$ cat src/design/length_prefixed_ring_buffer_core_macros.svh
// ----------------------------------------------------------------------------
// Assertion macros for the length-prefixed ring buffer core.
// Define ASSERT_OFF to compile the checks out.
// ----------------------------------------------------------------------------
`ifndef LENGTH_PREFIXED_RING_BUFFER_CORE_MACROS_SVH
`define LENGTH_PREFIXED_RING_BUFFER_CORE_MACROS_SVH
`ifndef ASSERT_OFF
`define LPRB_ASSERT_IMP(lbl, clk, rst, ante, cons, msg) \
  lbl: assert property (@(posedge clk) disable iff (rst) (ante) |-> (cons)) else $error(msg);
`define LPRB_ASSERT_NEVER(lbl, clk, rst, cond, msg) \
  lbl: assert property (@(posedge clk) disable iff (rst) !(cond)) else $error(msg);
`else
`define LPRB_ASSERT_IMP(lbl, clk, rst, ante, cons, msg)
`define LPRB_ASSERT_NEVER(lbl, clk, rst, cond, msg)
`endif
`endif

$ cat src/design/lprb_pkg.sv
// ----------------------------------------------------------------------------
// lprb_pkg
// Operation and status codes, field widths and the result record shared by
// the ring buffer control and the top level.
// ----------------------------------------------------------------------------
package lprb_pkg;

  localparam int LEN_W       = 12;
  localparam int SIZE_CFG_W  = 13;
  localparam int LEN_S_W     = 13;
  localparam int BYTE_W      = 8;
  localparam int IN_TDATA_W  = 32;
  localparam int OUT_TDATA_W = 48;

  typedef enum logic [1:0] {
    OP_INSERT_START = 2'd0,
    OP_INSERT_BYTE  = 2'd1,
    OP_REMOVE_START = 2'd2,
    OP_REMOVE_BYTE  = 2'd3
  } lprb_op_t;

  typedef enum logic [1:0] {
    ST_OK         = 2'd0,
    ST_NO_SPACE   = 2'd1,
    ST_EMPTY      = 2'd2,
    ST_OUT_OF_SEQ = 2'd3
  } lprb_status_t;

  typedef struct packed {
    lprb_status_t               status;
    logic [BYTE_W-1:0]          out_byte;
    logic                       last_byte;
    logic [LEN_W-1:0]           removed_length;
    logic signed [LEN_S_W-1:0]  insert_room;
    logic signed [LEN_S_W-1:0]  head_length;
  } lprb_result_t;

endpackage

$ cat src/design/lprb_ctrl.sv
// ----------------------------------------------------------------------------
// lprb_ctrl
// Pointer and record bookkeeping of the ring. Writes headers and data into
// the byte store, reads data bytes back and reloads the head record length
// from the store whenever a freed record leaves another record behind it.
// ----------------------------------------------------------------------------
module lprb_ctrl #(
  parameter int DEPTH        = 4096,
  parameter int HEADER_BYTES = 4
) (
  input  logic                                clk,
  input  logic                                rst,
  input  logic                                cfg_valid,
  output logic                                cfg_ready,
  input  logic [lprb_pkg::SIZE_CFG_W-1:0]     cfg_data,
  input  logic                                in_valid,
  output logic                                in_ready,
  input  lprb_pkg::lprb_op_t                  in_op,
  input  logic [lprb_pkg::LEN_W-1:0]          in_rlen,
  input  logic [lprb_pkg::BYTE_W-1:0]         in_byte,
  input  logic [lprb_pkg::LEN_W-1:0]          in_cap,
  output logic                                res_valid,
  input  logic                                res_ready,
  output lprb_pkg::lprb_result_t              res,
  output logic                                mem_wr_en,
  output logic [$clog2(DEPTH)-1:0]            mem_wr_addr,
  output logic [7:0]                          mem_wr_data,
  output logic                                mem_rd_en,
  output logic [$clog2(DEPTH)-1:0]            mem_rd_addr,
  input  logic [7:0]                          mem_rd_data
);

  import lprb_pkg::*;

  localparam int AW  = $clog2(DEPTH);
  localparam int SW  = AW + 1;
  localparam int CW  = (SW > SIZE_CFG_W) ? SW : SIZE_CFG_W;
  localparam int XW  = CW + 1;
  localparam int HCW = (HEADER_BYTES > 1) ? $clog2(HEADER_BYTES) : 1;
  localparam int SIZE_RST = (DEPTH < 4096) ? DEPTH : 4096;

  localparam logic [CW-1:0]  DEPTH_C   = CW'(DEPTH);
  localparam logic [SW-1:0]  SIZE_INIT = SW'(SIZE_RST);
  localparam logic [SW-1:0]  HDR_S     = SW'(HEADER_BYTES);
  localparam logic [XW-1:0]  HDR_X     = XW'(HEADER_BYTES);
  localparam logic [HCW-1:0] HCNT_LAST = HCW'(HEADER_BYTES - 1);

  typedef enum logic [6:0] {
    S_IDLE = 7'b0000001,
    S_HWR  = 7'b0000010,
    S_RDB  = 7'b0000100,
    S_HRD0 = 7'b0001000,
    S_HRD1 = 7'b0010000,
    S_HRD2 = 7'b0100000,
    S_DONE = 7'b1000000
  } state_t;

  typedef enum logic [2:0] {
    PH_IDLE   = 3'b001,
    PH_INSERT = 3'b010,
    PH_REMOVE = 3'b100
  } phase_t;

  state_t              state;
  phase_t              phase;
  logic [SW-1:0]       size;
  logic [SW-1:0]       used;
  logic [AW-1:0]       wp;
  logic [AW-1:0]       rp;
  logic [AW-1:0]       rd_ptr;
  logic [LEN_W-1:0]    head_len;
  logic [LEN_W-1:0]    ins_rem;
  logic [LEN_W-1:0]    dlv_rem;
  logic [HCW-1:0]      hcnt;
  lprb_status_t        res_status;
  logic [7:0]          res_byte;
  logic                res_last;
  logic [LEN_W-1:0]    res_remlen;

  logic [SW-1:0]       freeb;
  logic                room_neg;
  logic [XW-1:0]       room_x;
  logic [LEN_W-1:0]    room12;
  logic                fits;
  logic [XW-1:0]       total_x;
  logic [XW-1:0]       rp_sum;
  logic [XW-1:0]       rp_free_x;
  logic [XW-1:0]       used_free_x;
  logic [XW-1:0]       ds_sum;
  logic [XW-1:0]       ds_x;
  logic [XW-1:0]       used_ins_x;
  logic [LEN_W-1:0]    dlv_first;
  logic [CW-1:0]       cfg_nz;
  logic [CW-1:0]       cfg_size;
  logic [7:0]          hdr_byte;
  logic                acc_in;

  function automatic logic [AW-1:0] ring_inc(input logic [AW-1:0] x,
                                             input logic [SW-1:0] sz);
    logic [SW-1:0] s;
    s = {1'b0, x} + SW'(1);
    return (s == sz) ? '0 : s[AW-1:0];
  endfunction

  assign cfg_ready = (state == S_IDLE);
  assign in_ready  = (state == S_IDLE) && !cfg_valid;
  assign acc_in    = in_valid && in_ready;

  // Space and room arithmetic on the current registers.
  always_comb begin
    freeb    = (size > used) ? (size - used) : '0;
    room_neg = (freeb < HDR_S);
    room_x   = XW'(freeb) - HDR_X;
    room12   = (room_x > XW'(4095)) ? 12'hFFF : room_x[LEN_W-1:0];
    fits     = !room_neg && (in_rlen <= room12)
               && !((HEADER_BYTES < 2) && (in_rlen > 12'd255));

    // Freeing the head record: header plus whole length, tail included.
    total_x     = HDR_X + XW'(head_len);
    rp_sum      = XW'(rp) + total_x;
    rp_free_x   = (rp_sum >= XW'(size)) ? (rp_sum - XW'(size)) : rp_sum;
    used_free_x = (XW'(used) > total_x) ? (XW'(used) - total_x) : '0;

    ds_sum = XW'(rp) + HDR_X;
    ds_x   = (ds_sum >= XW'(size)) ? (ds_sum - XW'(size)) : ds_sum;

    used_ins_x = XW'(used) + HDR_X + XW'(in_rlen);
    dlv_first  = (in_cap < head_len) ? in_cap : head_len;

    cfg_nz   = (cfg_data == '0) ? CW'(1) : CW'(cfg_data);
    cfg_size = (cfg_nz > DEPTH_C) ? DEPTH_C : cfg_nz;

    // Only the two low header bytes carry length bits.
    if (hcnt == HCW'(0)) begin
      hdr_byte = ins_rem[7:0];
    end else if ((HEADER_BYTES > 1) && (hcnt == HCW'(1))) begin
      hdr_byte = {4'b0, ins_rem[11:8]};
    end else begin
      hdr_byte = 8'd0;
    end
  end

  always_comb begin
    mem_wr_en   = 1'b0;
    mem_wr_addr = wp;
    mem_wr_data = in_byte;
    mem_rd_en   = 1'b0;
    mem_rd_addr = rd_ptr;
    unique case (state)
      S_IDLE: begin
        mem_wr_en = acc_in && (in_op == OP_INSERT_BYTE) && (phase == PH_INSERT);
        mem_rd_en = acc_in && (in_op == OP_REMOVE_BYTE) && (phase == PH_REMOVE)
                    && (dlv_rem != '0);
      end
      S_HWR: begin
        mem_wr_en   = 1'b1;
        mem_wr_data = hdr_byte;
      end
      S_HRD0: begin
        mem_rd_en   = 1'b1;
        mem_rd_addr = rp;
      end
      S_HRD1: begin
        mem_rd_en   = (HEADER_BYTES > 1);
        mem_rd_addr = ring_inc(rp, size);
      end
      S_RDB, S_HRD2, S_DONE: begin
      end
      default: begin
      end
    endcase
  end

  always_ff @(posedge clk) begin
    if (rst) begin
      state   <= S_IDLE;
      phase   <= PH_IDLE;
      size    <= SIZE_INIT;
      used    <= '0;
      wp      <= '0;
      rp      <= '0;
      rd_ptr  <= '0;
      ins_rem <= '0;
      dlv_rem <= '0;
      hcnt    <= '0;
    end else begin
      unique case (state)
        S_IDLE: begin
          if (cfg_valid) begin
            // A size write empties the ring and closes any open record.
            size    <= cfg_size[SW-1:0];
            used    <= '0;
            wp      <= '0;
            rp      <= '0;
            ins_rem <= '0;
            dlv_rem <= '0;
            phase   <= PH_IDLE;
          end else if (in_valid) begin
            res_status <= ST_OK;
            res_byte   <= 8'd0;
            res_last   <= 1'b0;
            res_remlen <= '0;
            state      <= S_DONE;
            unique case (in_op)
              OP_INSERT_START: begin
                if (phase != PH_IDLE) begin
                  res_status <= ST_OUT_OF_SEQ;
                end else if (!fits) begin
                  res_status <= ST_NO_SPACE;
                end else begin
                  used    <= used_ins_x[SW-1:0];
                  ins_rem <= in_rlen;
                  if (used == '0) begin
                    head_len <= in_rlen;
                  end
                  phase <= (in_rlen != '0) ? PH_INSERT : PH_IDLE;
                  hcnt  <= '0;
                  state <= S_HWR;
                end
              end
              OP_INSERT_BYTE: begin
                if (phase != PH_INSERT) begin
                  res_status <= ST_OUT_OF_SEQ;
                end else begin
                  wp      <= ring_inc(wp, size);
                  ins_rem <= ins_rem - 12'd1;
                  if (ins_rem == 12'd1) begin
                    phase <= PH_IDLE;
                  end
                end
              end
              OP_REMOVE_START: begin
                if (phase != PH_IDLE) begin
                  res_status <= ST_OUT_OF_SEQ;
                end else if (used == '0) begin
                  res_status <= ST_EMPTY;
                end else begin
                  res_remlen <= head_len;
                  if (dlv_first == '0) begin
                    rp      <= rp_free_x[AW-1:0];
                    used    <= used_free_x[SW-1:0];
                    dlv_rem <= '0;
                    state   <= (used_free_x != '0) ? S_HRD0 : S_DONE;
                  end else begin
                    dlv_rem <= dlv_first;
                    rd_ptr  <= ds_x[AW-1:0];
                    phase   <= PH_REMOVE;
                  end
                end
              end
              OP_REMOVE_BYTE: begin
                if ((phase != PH_REMOVE) || (dlv_rem == '0)) begin
                  res_status <= ST_OUT_OF_SEQ;
                end else begin
                  rd_ptr  <= ring_inc(rd_ptr, size);
                  dlv_rem <= dlv_rem - 12'd1;
                  state   <= S_RDB;
                end
              end
            endcase
          end
        end
        S_HWR: begin
          wp   <= ring_inc(wp, size);
          hcnt <= hcnt + HCW'(1);
          if (hcnt == HCNT_LAST) begin
            state <= S_DONE;
          end
        end
        S_RDB: begin
          res_byte <= mem_rd_data;
          if (dlv_rem == '0) begin
            // Last delivered byte frees the record, cut-off tail included.
            res_last <= 1'b1;
            rp       <= rp_free_x[AW-1:0];
            used     <= used_free_x[SW-1:0];
            phase    <= PH_IDLE;
            state    <= (used_free_x != '0) ? S_HRD0 : S_DONE;
          end else begin
            state <= S_DONE;
          end
        end
        S_HRD0: begin
          state <= S_HRD1;
        end
        S_HRD1: begin
          head_len <= {4'b0, mem_rd_data};
          state    <= (HEADER_BYTES > 1) ? S_HRD2 : S_DONE;
        end
        S_HRD2: begin
          head_len[11:8] <= mem_rd_data[3:0];
          state          <= S_DONE;
        end
        S_DONE: begin
          if (res_ready) begin
            state <= S_IDLE;
          end
        end
        default: begin
          state <= S_IDLE;
        end
      endcase
    end
  end

  assign res_valid = (state == S_DONE);

  always_comb begin
    res.status         = res_status;
    res.out_byte       = res_byte;
    res.last_byte      = res_last;
    res.removed_length = res_remlen;
    res.insert_room    = room_neg ? -13'sd1 : $signed({1'b0, room12});
    res.head_length    = (used == '0) ? -13'sd1 : $signed({1'b0, head_len});
  end

endmodule

$ cat config.mk
export PLATFORM = sky130hd
export DESIGN_NAME = lprb_ctrl
export DESIGN_NICKNAME = d
export VERILOG_FILES = /design/src/design/length_prefixed_ring_buffer_core_macros.svh /design/src/design/lprb_pkg.sv /design/src/design/lprb_ctrl.sv
export SDC_FILE = /design/constraint.sdc
export NUM_CORES = 1
export LEC_CHECK = 0
export ABC_AREA = 1
export BUFFER_PORTS_ARGS = -buffer_cell sky130_fd_sc_hd__buf_2
export CORE_MARGIN = 2
export CORE_UTILIZATION = 40
export CTS_CLUSTER_DIAMETER = 120
export DETAILED_ROUTE_END_ITERATION = 8
export SLEW_MARGIN = 40
export SYNTH_ARGS = -nofsm -noshare
export SYNTH_HDL_FRONTEND = slang
export SYNTH_SLANG_ARGS = --single-unit
$ cat constraint.sdc
create_clock -name clk -period 5.7 [get_ports clk]
set_input_delay 1.14 -clock clk [delete_from_list [all_inputs] [get_ports clk]]
set_output_delay 1.14 -clock clk [all_outputs]
set_load 0.01 [all_outputs]
* Yosys cells after proc, flatten, opt, wreduce, memory -nomap -nowiden *
Cells that the tools add are included.

operators by class
  add/subtract/negate cells = 16
  $lt $le $gt $ge = 9
  eq/ne operators = 57
  mux-type cells = 115
  bitwise operators = 3
  reduce and logical (&&, ||, !) cells = 45

operators by type and width
  cell                   count
  $mux 12                39
  $mux 13                13
  $pmux 12 s2            6
  $mux 7                 12
  $pmux 13 s2            2
  $pmux 7 s7             1
  $add 12x1->13 const B  3
  $eq 13x13->1           3
  $mux 8                 4
  $pmux 8 s2             2
  $mux 3                 10
  $ne 3x3->1 const B     10
  $ne 4x4->1 const B     7
  $gt 13x13->1           2
  $logic_not 13->1       2
  $logic_not 12->1       2
  $reduce_and 8->1       3
  $reduce_bool 12->1     2
  $sub 12x1->12 const B  2
  $sub 12x12->12         2
  $mux 2                 11
  $pmux 7 s3             1
  $reduce_and 6->1       3
  $ne 2x2->1 const B     8
  59 further kinds       95

storage, ports and cells
  register bits after elaboration = 133
  logic and storage cells = 261

* Depth between registers and ports, before layout *
Gate-level depths: netlist of the first run.

  depth in word-level cells = 13
  gate-level depth with buffers = 38

* Worst setup path after synthesis of the first run *
No wires, ideal clock.

  kind = reg2reg
  from = register size[1]
  to = register head_len[0], enable pin
  data arrival time = 4261 ps
  slack = 1069 ps
  cell stages (with the launch flop) = 30
  path buffers = 0
  path through = dfxtp_1 inv_1 fa_1 inv_1 nand3_1 nand3_1 nand2_1 nand3_1 nand2_1 nand2_1 nand2_1 nor2_2 nand2_1 nor2_2 nand2_1 nand3_2 inv_4 nand2_1 inv_1 ha_1 nand2_1 inv_1 nand3_1 nor3_1 nand4_1 o21ai_0 nand3_1 nand2_1 o2111ai_1 nor2_1

between the ends
  word-level cells in the longest chain between the ends = 9
  elaborated cells between the ends (all ways) = 12

RTL lines
  what                                            line              text
  start, declared                                 lprb_ctrl.sv:66   logic [SW-1:0] size;
  start signal, assigned                          lprb_ctrl.sv:191  size <= cfg_size[SW-1:0];
  $sub 13x13->13 or $gt 13x13->1 (tied branches)  lprb_ctrl.sv:111  freeb = (size > used) ? (size - used) : '0;
  $mux 13 (*)                                     lprb_ctrl.sv:111
  $sub 13x3->14                                   lprb_ctrl.sv:113  room_x = XW'(freeb) - HDR_X;
  $gt 14x12->1                                    lprb_ctrl.sv:114  room12 = (room_x > XW'(4095)) ? 12'hFFF : room_x[LEN_W-1:0];
  $mux 12                                         lprb_ctrl.sv:114
  $le 12x12->1                                    lprb_ctrl.sv:115  fits = !room_neg && (in_rlen <= room12)
  $logic_and 1x1->1 (*)                           lprb_ctrl.sv:115
  $ne 2x1->1 (no line) (*)                        n/a
  $reduce_and 8->1 (no line) (*)                  n/a
  end signal, assigned                            lprb_ctrl.sv:214  head_len <= in_rlen;
  end signal, assigned                            lprb_ctrl.sv:287  head_len <= {4'b0, mem_rd_data};
  end, declared                                   lprb_ctrl.sv:71   logic [LEN_W-1:0] head_len;

Every way passes the cells marked *; elsewhere a longest branch is shown, timed or not.
A chain may end at the register's enable or synchronous reset.

* Final worst setup path of the first run *
  from = register used[9]
  to = register head_len[1], enable pin

between the ends
  word-level cells in the longest chain between the ends = 9
  elaborated cells between the ends (all ways) = 14

RTL lines
  what                                            line              text
  start, declared                                 lprb_ctrl.sv:67   logic [SW-1:0] used;
  start signal, assigned                          lprb_ctrl.sv:211  used <= used_ins_x[SW-1:0];
  start signal, assigned                          lprb_ctrl.sv:241  used <= used_free_x[SW-1:0];
  start signal, assigned                          lprb_ctrl.sv:276  used <= used_free_x[SW-1:0];
  $sub 13x13->13 or $gt 13x13->1 (tied branches)  lprb_ctrl.sv:111
  $mux 13                                         lprb_ctrl.sv:111
  $sub 13x3->14                                   lprb_ctrl.sv:113
  $gt 14x12->1                                    lprb_ctrl.sv:114
  $mux 12                                         lprb_ctrl.sv:114
  $le 12x12->1                                    lprb_ctrl.sv:115
  $logic_and 1x1->1                               lprb_ctrl.sv:115
  $ne 2x1->1 (no line)                            n/a
  $reduce_and 8->1 (no line) (*)                  n/a

Marked as above.

==> flow_metrics.env, run 1 <==
export IMPL_synth_distinct_cells=59
export IMPL_cp_common_cell="nand2_1"
export IMPL_pin_count=146
export IMPL_cp_data_arrival_time_ns=5.34
export IMPL_cts_buffers=17
export IMPL_netlist_instances=2243
export IMPL_hold_viol_final=0
export IMPL_grt_overflow_total=0
export IMPL_clock_latency_ns=0.45
export IMPL_nets=2556
export IMPL_grt_pass1_wl_um=80700
export IMPL_grt_start_max_net_pins=55
export IMPL_maxSlewHeadroom_pct=44.0
export IMPL_antenna_found_initial=0
export IMPL_synth_edf_count=35
export IMPL_p_leak_nw=7.83
export IMPL_synth_top_area_share_pct=14.2
export IMPL_drt_total_wl_um=52400
export IMPL_ctsHtreeMaxLevel=4
export IMPL_cpMaxStageDelayCell="dfxtp_1"
export IMPL_row_count=69
export IMPL_grt_total_usage_pct=27.5
export IMPL_wl_per_cell_um=18.5
export IMPL_synthAdderAreaFrac_pct=11.8
export IMPL_tightestPinTransition_ns=0.835
export IMPL_fin_area_sq_um=16100
export IMPL_end_kind="flop"
export IMPL_finalSetupTns_ns=0
export IMPL_insertedDiodeCount=0
export IMPL_worst_path_buf_inv=7
export IMPL_yosys_area_share_simple_pct=36.0
export IMPL_max_vdd_ir_drop_mv=0.659
export IMPL_fp_dieW_um=194
export IMPL_num_vias=15400
export IMPL_fin_worst_skew_ns=0.0117
export IMPL_min_period_over_period_pct=90.9
export IMPL_critPathKind="reg -> reg"
export IMPL_hold_buffers=0
export IMPL_clk_pin_slew_ns=0.06
export IMPL_rsz0062_at_grt="no"
export IMPL_drc=0
export IMPL_drt_iter0_drc=1402
export IMPL_yosys_top_cells_area="nand2_1 14%, dfxtp_1 14%, ha_1 11%, inv_1 7.8%, edfxtp_1 7.3%"
export IMPL_antenna_left=0
export IMPL_core_area_sq_um=35500
export IMPL_power_density_nw_per_um2=511
export IMPL_ctsRootBufferMaster="clkbuf_16"
export IMPL_drive_gt1_share_pct=12.9
export IMPL_muxShareOfSynthArea_pct=0
export IMPL_cts_sinks=133
export IMPL_cts_tree="done"
export IMPL_drt_first_pass_iters=6
export IMPL_start_util_pct=40.6
export IMPL_die_h_um=194
export IMPL_fillers=3757
export IMPL_cts_buffer_depth=2
export IMPL_cp_required_ns=5.85
export IMPL_synth_area_sq_um=14400
export IMPL_rrSetupSlack_ns=0.52
export IMPL_synth_seq_cells=133
export IMPL_post_cts_resized=0
export IMPL_synth_top_family_by_area="simple AND/OR/NAND/NOR gates"
export IMPL_numPortBuffers=145
export IMPL_placed_area_sq_um=15500
export IMPL_maxSlewViolCount=0
export IMPL_dp_hpwl_um=42500
export IMPL_critPathMaxFanout=8
export IMPL_synth_flop_cell="dfxtp_1"
export IMPL_area_growth_pct=11.6
export IMPL_yosysWarnings=0
export IMPL_drv_cap=0
export IMPL_synth_avg_cell_area_sq_um=6.42
export IMPL_synthesis_nets=2435
export IMPL_post_cts_setup_buffer_count=0
export IMPL_startpoint_type="flop"
export IMPL_min_path_type="reg -> reg"
export IMPL_synthArstFlopShare_pct=0
export IMPL_ys_seq_area_share_pct=20.9
export IMPL_synth_compound_area_share_pct=14.5
export IMPL_status="finished clean"
export IMPL_first_global_vias=14500
export IMPL_yosysTopAreaCell="nand2_1"
export IMPL_gp_congestion=1.01
export IMPL_cp_top_family="simple AND/OR/NAND/NOR gates"
export IMPL_worst_path_largest_cell_delay_ns=0.53
export IMPL_fmax_mhz=193
export IMPL_synth_xor_area_share_pct=6.30
export IMPL_setup_violations_final=0
export IMPL_die_area_sq_um=37600
export IMPL_via_per_inst=5.44
export IMPL_min_period_ns=5.18
## layer usage
metal  vias to the layer above  wire length (um)  GRT usage [%]
met1                      7070             23400           36.6
met2                       625             23100           43.5
met4                         0              1800           10.9
li1                       7643                 -              -
met3                       107              4120           5.76
met5                         -                 0              0
## flip-flops by register name, indices dropped and copies added (netlist names)
register,flops
size,13
used,13
dlv_rem,12
head_len,12
ins_rem,12
mem_wr_addr,12
rd_ptr,12
res_remlen,12
rp,12
res_byte,8
state,7
phase,3
hcnt,2
res_status,2
res_last,1
## kinds of logic after synthesis
group / count (synthesis)
flops: 133
buf+inv: 378
simple gates: 1142
compound gates: 356
xor+xnor: 102
fa+ha+maj: 132
## Yosys cell counts, types with 18 or more instances
library cell and n:
clkbuf_1 43, nand2_1 544, xor2_1 80, ha_1 126
edfxtp_1 35, nor3_1 38, nand4_1 50, o211ai_1 18
a21oi_1 150, nand3_2 23, xnor2_1 21, nor2_1 231
dfxtp_1 98, o21ai_0 102, nand3_1 165, inv_1 301
## cell usage in the layout, fill, tap and decap left out, drive strengths merged, types with 2 or more instances in the layout
cell type  synthesis  layout
nand3b            11      11
nor2             253     253
o21bai             6       6
o31ai              9       9
o22ai              2       2
a32o               3       3
nor4              17      17
fa                 6       6
o2111ai            6       6
and2               4       4
clkbuf            43      21
a211oi             6       6
xor2              80      80
nor3              42      42
o211ai            18      18
nand2            567     567
clkinvlp           0       3
clkinv             5      12
a31oi             14      14
or2                7       7
xnor2             21      21
a21oi            165     165
o221ai             4       4
o21a               3       3
edfxtp            35      35
inv              312     312
buf               18     163
dfxtp             98      98
a21o               8       8
nand4             51      51
o21ai            108     108
nand3            189     189
ha               126     126
## cell type report
type	instances	area [sq um]	share of cell area [%]
Clock buffer	21	440	2.74
Sequential cell	133	3010	18.7
Timing Repair Buffer	163	861	5.35
Multi-Input combinational cell	1732	9910	61.6
Clock inverter	11	86.3	0.537
Inverter	317	1190	7.42
Tap cell	461	577	3.59
## through the flow
| stage | worst slack [ns] | total power, mW | hold WS [ns] | cells | utilization [%] |
|---|---|---|---|---|---|
| 4_1_cts | 0.532 | 8.16 | 0.464 | 2838 | 45.3 |
| 5_1_grt | 0.00933 | 8.99 | 0.484 | 2838 | 45.3 |
| 3_3_place_gp | 0.683 | 7.09 | 0.449 | 2806 | 43.8 |
| 3_5_place_dp | 0.567 | 7.09 | 0.455 | 2806 | 43.8 |
| 2_1_floorplan | 1.07 | 5.50 | 0.441 | 2243 | - |
| 6_report | 0.519 | 8.22 | 0.464 | 2838 | 45.3 |
## tightest hold or removal path: cells and delay by family (launching register included)
| kind | cells | cell delay (ns) |
|---|---|---|
| AOI/OAI and AO/OA | 1 | 0.05 |
| DFF | 1 | 0.31 |
| and+or+nand+nor | 1 | 0.06 |
## worst paths after layout
kind | from | end | cells after the start
max | used[9] | head_len[1] | 30
min reg2reg | dlv_rem[7] | dlv_rem[7] | 2
max reg2reg | used[9] | head_len[1] | 30
min | dlv_rem[7] | dlv_rem[7] | 2
## power breakdown
group | leakage, nW | internal [mW] | switching, mW | total [mW]
combinational | 6.46 | 1.98 | 3.79 | 5.77
clock | 0.247 | 0.591 | 0.448 | 1.04
sequential | 1.12 | 1.15 | 0.257 | 1.41
(Power assumes the default switching activity.)
==> run 2, diff against run 1 <==
--- a/config.mk
+++ b/config.mk
@@ -7,10 +7,13 @@
 export LEC_CHECK = 0
 export ABC_AREA = 1
 export BUFFER_PORTS_ARGS = -buffer_cell sky130_fd_sc_hd__buf_2
+export CELL_PAD_IN_SITES_DETAIL_PLACEMENT = 1
+export CELL_PAD_IN_SITES_GLOBAL_PLACEMENT = 1
 export CORE_MARGIN = 2
-export CORE_UTILIZATION = 40
+export CORE_UTILIZATION = 43
 export CTS_CLUSTER_DIAMETER = 120
 export DETAILED_ROUTE_END_ITERATION = 8
+export PLACE_DENSITY_LB_ADDON = 0.1
 export SLEW_MARGIN = 40
 export SYNTH_ARGS = -nofsm -noshare
 export SYNTH_HDL_FRONTEND = slang
==> flow_metrics.env, run 2 (same netlist as run 1, synthesis figures left out) <==
export IMPL_drc=0
export IMPL_maxSlewHeadroom_pct=43.0
export IMPL_num_vias=16000
export IMPL_wl_per_cell_um=21.3
export IMPL_swShare_pct=55.5
export IMPL_drive_gt1_share_pct=13.4
export IMPL_ctsHtreeMaxLevel=4
export IMPL_row_count=67
export IMPL_ctsRootBufferMaster="clkbuf_16"
export IMPL_antenna_left=0
export IMPL_end_kind="flop"
export IMPL_rsz0062_at_grt="no"
export IMPL_min_path_type="reg -> reg"
export IMPL_instances_no_fill=2824
export IMPL_cts_sinks=133
export IMPL_tightestPinTransition_ns=0.855
export IMPL_post_cts_resized=0
export IMPL_status="finished clean"
export IMPL_insertedDiodeCount=0
export IMPL_finalSetupTns_ns=0
export IMPL_fmax_mhz=195
export IMPL_cp_required_ns=5.85
export IMPL_grt_start_max_net_pins=63
export IMPL_fp_dieW_um=187
export IMPL_fin_worst_skew_ns=0.0109
export IMPL_power_density_nw_per_um2=533
export IMPL_p_leak_nw=7.86
export IMPL_cts_buffer_depth=2
export IMPL_critPathMaxFanout=8
export IMPL_pin_count=146
export IMPL_drt_first_pass_iters=5
export IMPL_p_int_mw=3.82
export IMPL_grt_total_usage_pct=34.1
export IMPL_max_vdd_ir_drop_mv=0.619
export IMPL_hold_buffers=0
export IMPL_drv_cap=0
export IMPL_die_h_um=187
export IMPL_fin_hold_ws_ns=0.472
export IMPL_grt_pass1_wl_um=92900
export IMPL_finalPower_mw=8.60
export IMPL_startpoint_type="flop"
export IMPL_cpMaxStageDelayCell="dfxtp_1"
export IMPL_drt_iter0_drc=1207
export IMPL_numPortBuffers=145
export IMPL_setup_violations_final=0
export IMPL_cts_tree="done"
export IMPL_hold_viol_final=0
export IMPL_cts_buffers=17
export IMPL_nets=2555
export IMPL_drt_total_wl_um=60200
export IMPL_min_period_over_period_pct=89.7
export IMPL_power_frac_seq_pct=16.2
export IMPL_power_frac_comb_pct=70.1
export IMPL_clock_latency_ns=0.44
export IMPL_fin_area_sq_um=16100
export IMPL_post_cts_setup_buffer_count=0
export IMPL_first_global_vias=16100
export IMPL_reg_top3="size x13, used x13"
export IMPL_clk_pin_slew_ns=0.06
export IMPL_final_cell_mix="543 x nand2_1, 301 x inv_1, 225 x nor2_1"
export IMPL_critPathKind="reg -> reg"
export IMPL_start_util_pct=43.3
export IMPL_maxSlewViolCount=0
export IMPL_dp_hpwl_um=48300
export IMPL_area_growth_pct=12.0
export IMPL_grt_overflow_total=0
export IMPL_antenna_found_initial=1
export IMPL_gp_congestion=0.985
export IMPL_p_switching_mw=4.77
export IMPL_placed_area_sq_um=15500
export IMPL_placed_cells=2792
export IMPL_via_per_inst=5.66
export IMPL_min_period_ns=5.12
export IMPL_cp_data_arrival_time_ns=5.27
export IMPL_die_area_sq_um=35000
export IMPL_final_common_cell="nand2_1"
export IMPL_core_area_sq_um=33300
export IMPL_power_share_clock_pct=13.8
export IMPL_cp_common_cell="nand2_1"
export IMPL_worst_path_largest_cell_delay_ns=0.41
-- run 2: changes by cell type in the layout (fill, tap and decap cells not counted), sizes merged --
cell      delta
bufinv       +2
buf          -1
clkinvlp     +1
inv          +4
clkbuf       -2
clkinv       -5
-- run 2: critical path, delay by kind of cell (launching register included) --
kind / cells / cell delay, ns
adders and majority gates: 3 / 0.73
and+or+nand+nor: 16 / 2.20
AOI/OAI and AO/OA: 4 / 0.81
DFF: 1 / 0.41
buffers and inverters: 6 / 0.69
-- run 2: per-stage QoR --
step                      util, %  setup slack (ns)
after CTS                    48.4             0.326
after floorplan                 -              1.07
after detailed placement     46.6             0.407
final                        48.5             0.585
after global routing         48.5            0.0511
after global placement       46.6             0.743
-- run 2: layout make-up --
type	instances	area (sq um)
sequential	133	3010
clock buffer	19	433
multi-input combinational	1732	9920
inverter	317	1190
timing repair buffer	162	853
fill	4517	17100
clock inverter	13	170
tap	448	561
-- run 2: final timing paths --
| path | slack, ns | depth (start not counted) | startpoint | end |
|---|---|---|---|---|
| worst max-delay path | 0.58 | 29 | used[9] | head_len[6] |
| worst min-delay path | 0.47 | 2 | dlv_rem[0] | dlv_rem[0] |
| worst max register to register | 0.58 | 29 | used[9] | head_len[6] |
| worst min register to register | 0.47 | 2 | dlv_rem[0] | dlv_rem[0] |
-- run 2: routing by layer --
metal,share of wire (%),GRT usage (%),vias to the layer above,wire (um)
li1,-,-,7642,-
met1,46,46.8,7754,27800
met2,45,55.1,484,26900
met3,5.6,4.43,111,3380
met4,3.4,12.0,0,2070
met5,0,0,-,0
-- run 2: power groups by stage --
stage | Clock, mW | Sequential, mW | Combinational (mW)
finish | 1.18 | 1.39 | 6.02
global route | 1.23 | 1.41 | 6.69
CTS | 1.19 | 1.38 | 5.94
detailed placement | 0 | 1.40 | 5.88
global placement | 0 | 1.39 | 5.76
floorplan | 0 | 1.34 | 4.16
